File: src/rtl/mpq_pkg.sv
// Shared constants, types and the reset scale for the pitch quantizer.
package mpq_pkg;

	localparam int MAX_NOTES = 16;
	localparam int IDX_W = $clog2(MAX_NOTES);
	localparam int CNT_W = 5;
	localparam int CENTS_W = 29;
	localparam int VOLT_W = 21;
	localparam int DIV_W = 32;
	localparam int DIV_RADIX_BITS = 2;
	localparam int DIV_STEPS = DIV_W / DIV_RADIX_BITS;
	localparam int DIV_CNT_W = $clog2(DIV_STEPS);

	localparam int S_TDATA_W = 56;
	localparam int M_TDATA_W = 24;

	localparam int RESET_COUNT = 12;
	localparam int CENTS_PER_STEP = 100 * 65536;
	localparam int CENTS_PER_VOLT = 1200;
	localparam int HALF_VOLT_DIV = CENTS_PER_VOLT / 2;
	localparam int VOLT_MAX_MAG = 786431;
	localparam int VOLT_MIN_MAG = 786432;

	// divide by 1200 as a shift by 4 and a multiply by the rounded-up reciprocal of 75;
	// exact for every dividend below 2^31
	localparam int RECIP_PRE = 4;
	localparam int RECIP_W = 28;
	localparam int RECIP_SHIFT = 34;
	localparam logic [RECIP_W-1:0] RECIP_75 = RECIP_W'(229064923);

	localparam logic OP_SAMPLE = 1'b0;
	localparam logic OP_LOAD = 1'b1;

	typedef struct packed {
		logic start;
		logic [DIV_W-1:0] dividend;
		logic [CENTS_W-1:0] divisor;
	} div_req_t;

	typedef struct packed {
		logic done;
		logic [DIV_W-1:0] quotient;
		logic [CENTS_W-1:0] remainder;
	} div_rsp_t;

	// 12-tone equal temperament: entry i holds (i+1)*100 cents, later entries 0
	function automatic logic signed [CENTS_W-1:0] reset_cents(input logic [IDX_W-1:0] idx);
		int v;
		v = (int'(idx) < RESET_COUNT) ? (int'(idx) + 1) * CENTS_PER_STEP : 0;
		return CENTS_W'(v);
	endfunction

endpackage

File: src/rtl/microtonal_pitch_quantizer_unit.sv
// Top level of the pitch quantizer: snaps a pitch voltage to the nearest note of a cents scale.
// Sequence: a load item leaves the block ready again at once; a sample item reaches the
//   output register through the period read, the divider wait, the quotient fix, a scan
//   of the active entries, then the multiply, sum, volts and output steps.
// Flow: one sample item at a time; the next item is taken
//   once the sequencer is idle, even while the last result waits in the output register.
// Reset (arst_n low): scale_count returns to 12, every table entry reads as 12-TET again.
module microtonal_pitch_quantizer_unit (
	input  logic                            clk,
	input  logic                            arst_n,
	// item in
	input  logic                            s_axis_tvalid,
	output logic                            s_axis_tready,
	// [20:0] pitch_volts, [24:21] entry_index, [53:25] entry_cents, [55:54] zero
	input  logic [mpq_pkg::S_TDATA_W-1:0]   s_axis_tdata,
	// [0] op
	input  logic                            s_axis_tuser,
	// result out
	output logic                            m_axis_tvalid,
	input  logic                            m_axis_tready,
	// [20:0] quantized_volts, [23:21] zero
	output logic [mpq_pkg::M_TDATA_W-1:0]   m_axis_tdata,
	// scale_count register
	input  logic                            cfg_we,
	input  logic [mpq_pkg::CNT_W-1:0]       cfg_wdata
);
	import mpq_pkg::*;

	typedef enum logic [8:0] {
		ST_IDLE = 9'b000000001,
		ST_PER  = 9'b000000010,
		ST_DIV1 = 9'b000000100,
		ST_FIX  = 9'b000001000,
		ST_SCAN = 9'b000010000,
		ST_MUL  = 9'b000100000,
		ST_SUM  = 9'b001000000,
		ST_VOLT = 9'b010000000,
		ST_OUT  = 9'b100000000
	} state_t;

	state_t state_q;

	// input unpacking
	logic signed [VOLT_W-1:0]  in_pitch;
	logic [IDX_W-1:0]          in_index;
	logic signed [CENTS_W-1:0] in_cents;
	logic                      in_accept;

	assign in_pitch  = s_axis_tdata[VOLT_W-1:0];
	assign in_index  = s_axis_tdata[VOLT_W+IDX_W-1:VOLT_W];
	assign in_cents  = s_axis_tdata[VOLT_W+IDX_W+CENTS_W-1:VOLT_W+IDX_W];
	assign s_axis_tready = (state_q == ST_IDLE);
	assign in_accept = s_axis_tvalid && s_axis_tready;

	// configuration register
	logic [CNT_W-1:0] count_q;
	logic [CNT_W-1:0] n_eff;

	always_ff @(posedge clk or negedge arst_n) begin
		if (!arst_n) begin
			count_q <= CNT_W'(RESET_COUNT);
		end else if (cfg_we) begin
			count_q <= cfg_wdata;
		end
	end

	// clamp the active count to the table size
	assign n_eff = (count_q > CNT_W'(MAX_NOTES)) ? CNT_W'(MAX_NOTES) : count_q;

	// scale table: RAM plus one written flag per entry; unwritten entries read as 12-TET
	logic [MAX_NOTES-1:0]      written_q;
	logic                      ram_we;
	logic [IDX_W-1:0]          ram_raddr;
	logic [CENTS_W-1:0]        ram_rdata;
	logic [IDX_W-1:0]          raddr_s1;
	logic signed [CENTS_W-1:0] entry_rd;

	assign ram_we = in_accept && (s_axis_tuser == OP_LOAD);

	mpq_ram #(
		.WIDTH(CENTS_W),
		.DEPTH(MAX_NOTES)
	) u_table (
		.clk  (clk),
		.we   (ram_we),
		.waddr(in_index),
		.wdata(in_cents),
		.raddr(ram_raddr),
		.rdata(ram_rdata)
	);

	always_ff @(posedge clk or negedge arst_n) begin
		if (!arst_n) begin
			written_q <= '0;
		end else if (ram_we) begin
			written_q[in_index] <= 1'b1;
		end
	end

	// entry that the registered read returns this cycle
	assign entry_rd = written_q[raddr_s1] ? $signed(ram_rdata) : reset_cents(raddr_s1);

	// working registers
	logic [CNT_W-1:0]          n_q;
	logic signed [VOLT_W-1:0]  pitch_q;
	logic                      neg_q;
	logic [CENTS_W-1:0]        period_q;
	logic signed [DIV_W-1:0]   quo_q;
	logic [CENTS_W-1:0]        rem_q;
	logic signed [CENTS_W-1:0] best_q;
	logic [CENTS_W:0]          bestd_q;
	logic [CNT_W-1:0]          scan_q;
	logic                      cmp_s1;
	logic signed [DIV_W-1:0]   prod_q;
	logic [DIV_W-1:0]          rnd_q;
	logic [VOLT_W:0]           vq_q;
	logic                      m_valid_q;
	logic [VOLT_W-1:0]         m_data_q;

	logic                      scan_issue;
	logic signed [DIV_W-1:0]   cents_w;
	logic [DIV_W-1:0]          cents_mag;
	logic signed [CENTS_W+1:0] diff_w;
	logic [CENTS_W:0]          dist_w;
	logic signed [61:0]        prod_w;
	logic signed [DIV_W-1:0]   sum_w;
	logic [DIV_W-1:0]          sum_mag;
	logic [DIV_W-RECIP_PRE+RECIP_W-1:0] rcp_prod;
	logic [VOLT_W-1:0]         sat_w;
	logic                      out_free;

	div_req_t div_req;
	div_rsp_t div_rsp;

	mpq_div u_div (
		.clk   (clk),
		.arst_n(arst_n),
		.req   (div_req),
		.rsp   (div_rsp)
	);

	// read the period while waiting in the first state, then walk the entries in order
	assign scan_issue = (state_q == ST_SCAN) && (scan_q < n_q);

	always_comb begin
		if (state_q == ST_IDLE) begin
			ram_raddr = IDX_W'(n_eff - 1'b1);
		end else begin
			ram_raddr = scan_q[IDX_W-1:0];
		end
	end

	// volts to cents, signed magnitude for the divider
	assign cents_w   = DIV_W'(pitch_q) * DIV_W'(CENTS_PER_VOLT);
	assign cents_mag = cents_w[DIV_W-1] ? DIV_W'(-cents_w) : cents_w;

	// distance from the remainder to the entry just read
	assign diff_w = $signed({2'b00, rem_q}) - (CENTS_W+2)'(entry_rd);
	assign dist_w = diff_w[CENTS_W+1] ? (CENTS_W+1)'(-diff_w) : (CENTS_W+1)'(diff_w);

	// rebuild cents: q * period + best
	assign prod_w  = quo_q * $signed({1'b0, period_q});
	assign sum_w   = prod_q + DIV_W'(best_q);
	assign sum_mag = sum_w[DIV_W-1] ? DIV_W'(-sum_w) : sum_w;

	// rounded magnitude over 1200: drop four bits, then scale by the reciprocal of 75
	assign rcp_prod = rnd_q[DIV_W-1:RECIP_PRE] * RECIP_75;

	// sign and saturate the rounded volts
	always_comb begin
		if (neg_q) begin
			if (vq_q > (VOLT_W+1)'(VOLT_MIN_MAG)) begin
				sat_w = VOLT_W'(-VOLT_MIN_MAG);
			end else begin
				sat_w = VOLT_W'(-vq_q);
			end
		end else begin
			if (vq_q > (VOLT_W+1)'(VOLT_MAX_MAG)) begin
				sat_w = VOLT_W'(VOLT_MAX_MAG);
			end else begin
				sat_w = vq_q[VOLT_W-1:0];
			end
		end
	end

	// divider request: cents by period
	always_comb begin
		div_req = '0;
		if (state_q == ST_PER && !entry_rd[CENTS_W-1] && entry_rd != '0) begin
			div_req.start    = 1'b1;
			div_req.dividend = cents_mag;
			div_req.divisor  = entry_rd;
		end
	end

	assign out_free = !m_valid_q || m_axis_tready;

	// sequencer
	always_ff @(posedge clk or negedge arst_n) begin
		if (!arst_n) begin
			state_q <= ST_IDLE;
			cmp_s1  <= 1'b0;
		end else begin
			cmp_s1 <= scan_issue;
			case (state_q)
				ST_IDLE: begin
					// drop samples with too few active entries
					if (in_accept && s_axis_tuser == OP_SAMPLE && n_eff >= CNT_W'(2)) begin
						state_q <= ST_PER;
					end
				end
				ST_PER: begin
					// drop samples whose period is not positive
					state_q <= div_req.start ? ST_DIV1 : ST_IDLE;
				end
				ST_DIV1: begin
					if (div_rsp.done) begin
						state_q <= ST_FIX;
					end
				end
				ST_FIX: state_q <= ST_SCAN;
				ST_SCAN: begin
					if (!scan_issue && !cmp_s1) begin
						state_q <= ST_MUL;
					end
				end
				ST_MUL: state_q <= ST_SUM;
				ST_SUM: state_q <= ST_VOLT;
				ST_VOLT: state_q <= ST_OUT;
				ST_OUT: begin
					// hold until the output register is free
					if (out_free) begin
						state_q <= ST_IDLE;
					end
				end
				default: state_q <= ST_IDLE;
			endcase
		end
	end

	// datapath registers
	always_ff @(posedge clk) begin
		raddr_s1 <= ram_raddr;
		case (state_q)
			ST_IDLE: begin
				pitch_q <= in_pitch;
				n_q     <= n_eff;
			end
			ST_PER: begin
				neg_q    <= cents_w[DIV_W-1];
				period_q <= entry_rd;
			end
			ST_FIX: begin
				// floor the quotient for negative cents
				if (neg_q) begin
					if (div_rsp.remainder != '0) begin
						quo_q <= DIV_W'(-div_rsp.quotient) - 1'b1;
						rem_q <= period_q - div_rsp.remainder;
					end else begin
						quo_q <= DIV_W'(-div_rsp.quotient);
						rem_q <= '0;
					end
				end else begin
					quo_q <= div_rsp.quotient;
					rem_q <= div_rsp.remainder;
				end
				scan_q <= '0;
			end
			ST_SCAN: begin
				if (scan_issue) begin
					scan_q <= scan_q + 1'b1;
				end
			end
			ST_MUL: prod_q <= prod_w[DIV_W-1:0];
			ST_SUM: begin
				// halves round away from zero on the magnitude
				neg_q <= sum_w[DIV_W-1];
				rnd_q <= sum_mag + DIV_W'(HALF_VOLT_DIV);
			end
			ST_VOLT: vq_q <= rcp_prod[RECIP_SHIFT+VOLT_W:RECIP_SHIFT];
			default: ;
		endcase

		// nearest search: implicit root first, only a strictly smaller distance wins
		if (state_q == ST_FIX) begin
			best_q <= '0;
			if (neg_q && div_rsp.remainder != '0) begin
				bestd_q <= {1'b0, period_q - div_rsp.remainder};
			end else begin
				bestd_q <= {1'b0, div_rsp.remainder};
			end
		end else if (state_q == ST_SCAN && cmp_s1 && dist_w < bestd_q) begin
			bestd_q <= dist_w;
			best_q  <= entry_rd;
		end
	end

	// output register
	always_ff @(posedge clk or negedge arst_n) begin
		if (!arst_n) begin
			m_valid_q <= 1'b0;
		end else if (state_q == ST_OUT && out_free) begin
			m_valid_q <= 1'b1;
		end else if (m_axis_tready) begin
			m_valid_q <= 1'b0;
		end
	end

	always_ff @(posedge clk) begin
		if (state_q == ST_OUT && out_free) begin
			m_data_q <= sat_w;
		end
	end

	assign m_axis_tvalid = m_valid_q;
	assign m_axis_tdata  = {(M_TDATA_W - VOLT_W)'(0), m_data_q};

endmodule

File: src/rtl/mpq_ram.sv
// Generic single-write, single-read synchronous RAM with registered read data.
module mpq_ram #(
	parameter int WIDTH = 8,
	parameter int DEPTH = 16
) (
	input  logic                     clk,
	input  logic                     we,
	input  logic [$clog2(DEPTH)-1:0] waddr,
	input  logic [WIDTH-1:0]         wdata,
	input  logic [$clog2(DEPTH)-1:0] raddr,
	output logic [WIDTH-1:0]         rdata
);

	logic [WIDTH-1:0] mem [DEPTH];

	always_ff @(posedge clk) begin
		if (we) begin
			mem[waddr] <= wdata;
		end
		rdata <= mem[raddr];
	end

endmodule

File: src/rtl/mpq_div.sv
// Iterative restoring divider, two quotient bits per cycle.
module mpq_div (
	input  logic                clk,
	input  logic                arst_n,
	input  mpq_pkg::div_req_t   req,
	output mpq_pkg::div_rsp_t   rsp
);
	import mpq_pkg::*;

	logic                 busy_q;
	logic                 done_q;
	logic [DIV_CNT_W-1:0] cnt_q;
	logic [DIV_W-1:0]     quo_q;
	logic [CENTS_W-1:0]   rem_q;
	logic [CENTS_W-1:0]   dvs_q;
	logic [DIV_W-1:0]     quo_nx;
	logic [CENTS_W-1:0]   rem_nx;

	// shift one dividend bit in, subtract where the divisor fits
	always_comb begin
		logic [CENTS_W:0] t;
		quo_nx = quo_q;
		rem_nx = rem_q;
		for (int k = 0; k < DIV_RADIX_BITS; k++) begin
			t = {rem_nx, quo_nx[DIV_W-1]};
			if (t >= {1'b0, dvs_q}) begin
				rem_nx = CENTS_W'(t - {1'b0, dvs_q});
				quo_nx = {quo_nx[DIV_W-2:0], 1'b1};
			end else begin
				rem_nx = t[CENTS_W-1:0];
				quo_nx = {quo_nx[DIV_W-2:0], 1'b0};
			end
		end
	end

	always_ff @(posedge clk or negedge arst_n) begin
		if (!arst_n) begin
			busy_q <= 1'b0;
			done_q <= 1'b0;
			cnt_q  <= '0;
		end else begin
			done_q <= 1'b0;
			if (req.start) begin
				busy_q <= 1'b1;
				cnt_q  <= '0;
			end else if (busy_q) begin
				cnt_q <= cnt_q + 1'b1;
				if (cnt_q == DIV_CNT_W'(DIV_STEPS - 1)) begin
					busy_q <= 1'b0;
					done_q <= 1'b1;
				end
			end
		end
	end

	always_ff @(posedge clk) begin
		if (req.start) begin
			quo_q <= req.dividend;
			rem_q <= '0;
			dvs_q <= req.divisor;
		end else if (busy_q) begin
			quo_q <= quo_nx;
			rem_q <= rem_nx;
		end
	end

	assign rsp.done      = done_q;
	assign rsp.quotient  = quo_q;
	assign rsp.remainder = rem_q;

endmodule

File: config.mk
export PLATFORM = sky130hd
export DESIGN_NAME = microtonal_pitch_quantizer_unit
export DESIGN_NICKNAME = d
export VERILOG_FILES = /design/src/rtl/mpq_pkg.sv /design/src/rtl/microtonal_pitch_quantizer_unit.sv /design/src/rtl/mpq_ram.sv /design/src/rtl/mpq_div.sv
export SDC_FILE = /design/constraint.sdc
export NUM_CORES = 2
export LEC_CHECK = 0
export BUFFER_PORTS_ARGS = -buffer_cell sky130_fd_sc_hd__buf_2
export CORE_MARGIN = 8
export CORE_UTILIZATION = 43
export DETAILED_ROUTE_END_ITERATION = 16
export GPL_ROUTABILITY_DRIVEN = 1
export MAX_ROUTING_LAYER = met4
export SLEW_MARGIN = 10
export SYNTH_ARGS = -nofsm -noshare
export SYNTH_HDL_FRONTEND = slang
export SYNTH_HIERARCHICAL = 1
export SYNTH_SLANG_ARGS = --single-unit
File: constraint.sdc
create_clock -name clk -period 22.2 [get_ports clk]
set_input_delay 1.11 -clock clk [delete_from_list [all_inputs] [get_ports clk]]
set_output_delay 1.11 -clock clk [all_outputs]
set_load 0.02 [all_outputs]
==> impl_metrics.toml <==
[cells_and_area]
syn_to_final_growth_pct = 8.57
multi_input_area_um2 = 47300
final_net_count = 8834
seqCellArea_um2 = 26200
drive_above_1_share_pct = 8.21
fill_cells = 16569
fin_util_pct = 46.9

[sta]
hold_viol_final = 0
setup_viol = 0
worstMarginPinSlew_ps = 1190
max_freq_ghz = 0.100
hold_slack_ps = 471
finalClockSkew_ps = 62.6
tns_ps = 0
timing.final.crit_share_pct = 45.0
slew_viol_final = 0
slew_headroom_pct = 20.8
grt_setup_unrepaired = "false"
fin_ws_ps = 12210
min_period_ps = 9990

[critical_path]
end_kind = "register"
required_ps = 22520
worstReg2RegEnd = "bestd_q[4]"
cp.buffers_inverters = 4
worstRegToRegCells = 32
cp_common_cell = "a21oi_1"
arrival_ps = 10310
critPathTopFamily = "compound AO/OA/AOI/OAI gates"
r2r_slack_ps = 12210
slowest_stage = "dfxtp_1"
start_kind = "register"
cpPeakStageDelay_ps = 800
crit_fanout = 38
crit_type = "register to register"
rr_startpoint = "raddr_s1[0]"

[grt]
grt_pass1_wl_um = 312000
track_usage_pct = 20.5
overflow = 0
antenna_found_initial = 2
grt_pass1_vias = 55054
grt_max_degree = 100

[synth]
synth_common_cells = "inv_1 (1186), edfxtp_1 (780), fa_1 (763)"
synth_top_family_by_area = "adder cells"
synth_top_area_share_pct = 29.7
synthSimpleGateAreaFrac_pct = 10.8
yosys_warnings = 6
ys_types = 106
synth_edf_count = 780
avgSynthCellArea_um2 = 10.8
synth.most_common_cell = "inv_1"
syn_inst = 7270
synth-seq-cells = 909
synth_compound_area_share_pct = 8.66
ys.flop_type = "edfxtp_1"
async_flop_share_pct = 4.18
synthMuxAreaShare_pct = 5.36
ys_top_cells_by_area = "edfxtp_1 (30%), fa_1 (19%), ha_1 (11%)"
seq_area_frac_synth_pct = 33.3
synthXorXnorAreaFrac_pct = 4.34
netlist_area_um2 = 78800
yosys.area.top_type = "edfxtp_1"
synth_adder_area_share_pct = 30.5

[floorplan]
die_area_um2 = 197000
die_w_um = 444
core_area_um2 = 182000
start_util_pct = 43.2
num_rows = 157
io_pins = 93
die_h_um = 444

[routing]
ant_nets = 0
vias = 52878
dr.pass1.iters = 5
post_drt_wl_per_cell_um = 20.2
drt_iter0_markers = 3393
vias_per_cell = 5.41
wirelength_um = 197000
drc = 0

[hold_path]
whs_endpoint = "written_q[1]"
min_path_cells = 1
min_from = "written_q[1]"
hp-class = "register to register"

[cts]
cts-buffers-inserted = 99
cts_hold_buf = 0
cts-root-buf = "clkbuf_16"
cts_tree = "built"
cts_setup_buffers = 0
path_clk_slew_ps = 60
cts_max_level = 3
cts.sinks = 909
cts_resized = 0
clk_latency_ps = 750
cts.path.max_buffers = 3

[flow_run]
drv_cap = 0

[placed_design]
preCtsSetupSlack_ps = 12110
port_buffers = 87
dp_hpwl_um = 146000
gp_congestion = 0.905

[outcome]
outcome = "finished, final reports clean"
[logic make-up after synthesis]
family                   count (synthesis)
buffers and inverters                 1438
XOR/XNOR                               390
AO/OA/AOI/OAI                         1025
multiplexers                           260
flip-flops                             909
other                                    1
adder cells (fa/ha/maj)               1463
AND/OR/NAND/NOR                       1784
[stage by stage]
stage               cell area (µm²)  cells
floorplan                     78800   7277
global placement              82000   9588
detailed placement            82000   9588
CTS                           85500   9773
global route                  85500   9776
finish                        85500   9778
[final cells by class]
class / count / area share [%]
Multi-Input combinational cell: 4930 / 55.3
Clock inverter: 60 / 0.812
Antenna cell: 4 / 0.0117
Clock buffer: 125 / 3.21
Sequential cell: 909 / 30.6
Tap cell: 2385 / 3.49
Inverter: 1187 / 5.22
Timing Repair Buffer: 178 / 1.33
[metal layers]
metal,wire (µm),vias up,GRT usage (%),part of all wire [%]
met1,84700,26557,26.0,43
met5,0,-,-,0
met2,96600,1281,34.3,49
li1,-,24721,-,-
met3,9860,319,2.62,5.0
met4,6270,0,6.28,3.2
[cell usage in the layout (no fill, tap or decap), drive strengths merged, types with 22 or more instances in the layout]
cell    instances
inv          1195
edfxtp        780
fa            763
ha            699
nand2         677
nor2          375
xnor2         265
a21oi         237
o21ai         186
buf           178
and2          171
xor2          125
clkbuf        125
mux4          121
a21o          116
nor3           95
nand3          92
dfxtp          91
mux2i          75
mux2           64
a22oi          62
nor2b          54
o21a           53
or3            52
nand2b         47
a31oi          47
a211oi         44
o21bai         43
o22ai          41
and3           40
clkinv         40
dfrtp          35
nor4           33
nand4          31
o211ai         27
or2            22
[worst max path at each step]
stage	startpoint	end	slack (ps)	depth (start not counted)
detailed placement	raddr_s1[0]	bestd_q[15]	12110	32
CTS	raddr_s1[0]	bestd_q[4]	12030	32
floorplan	period_q[5]	prod_q[30]	14000	28
global route	raddr_s1[0]	bestd_q[2]	11410	32
global placement	raddr_s1[0]	bestd_q[17]	12190	32
finish	raddr_s1[0]	bestd_q[4]	12210	32
[flip-flops by register name (all words and copies together), names as in the netlist, 9 cells and up]
register       cells
u_table/mem      464
prod_q            32
quo_q             32
u_div/quo_q       32
bestd_q           30
best_q            29
period_q          29
rem_q             29
u_div/dvs_q       29
u_div/rem_q       29
u_table/rdata     29
rnd_q             28
vq_q              22
m_data_q          21
pitch_q           21
written_q         16
state_q            9
Power is left out: the tool's default activity adds up to more than one toggle a clock period on the data nets, which glitch-free logic cannot reach.
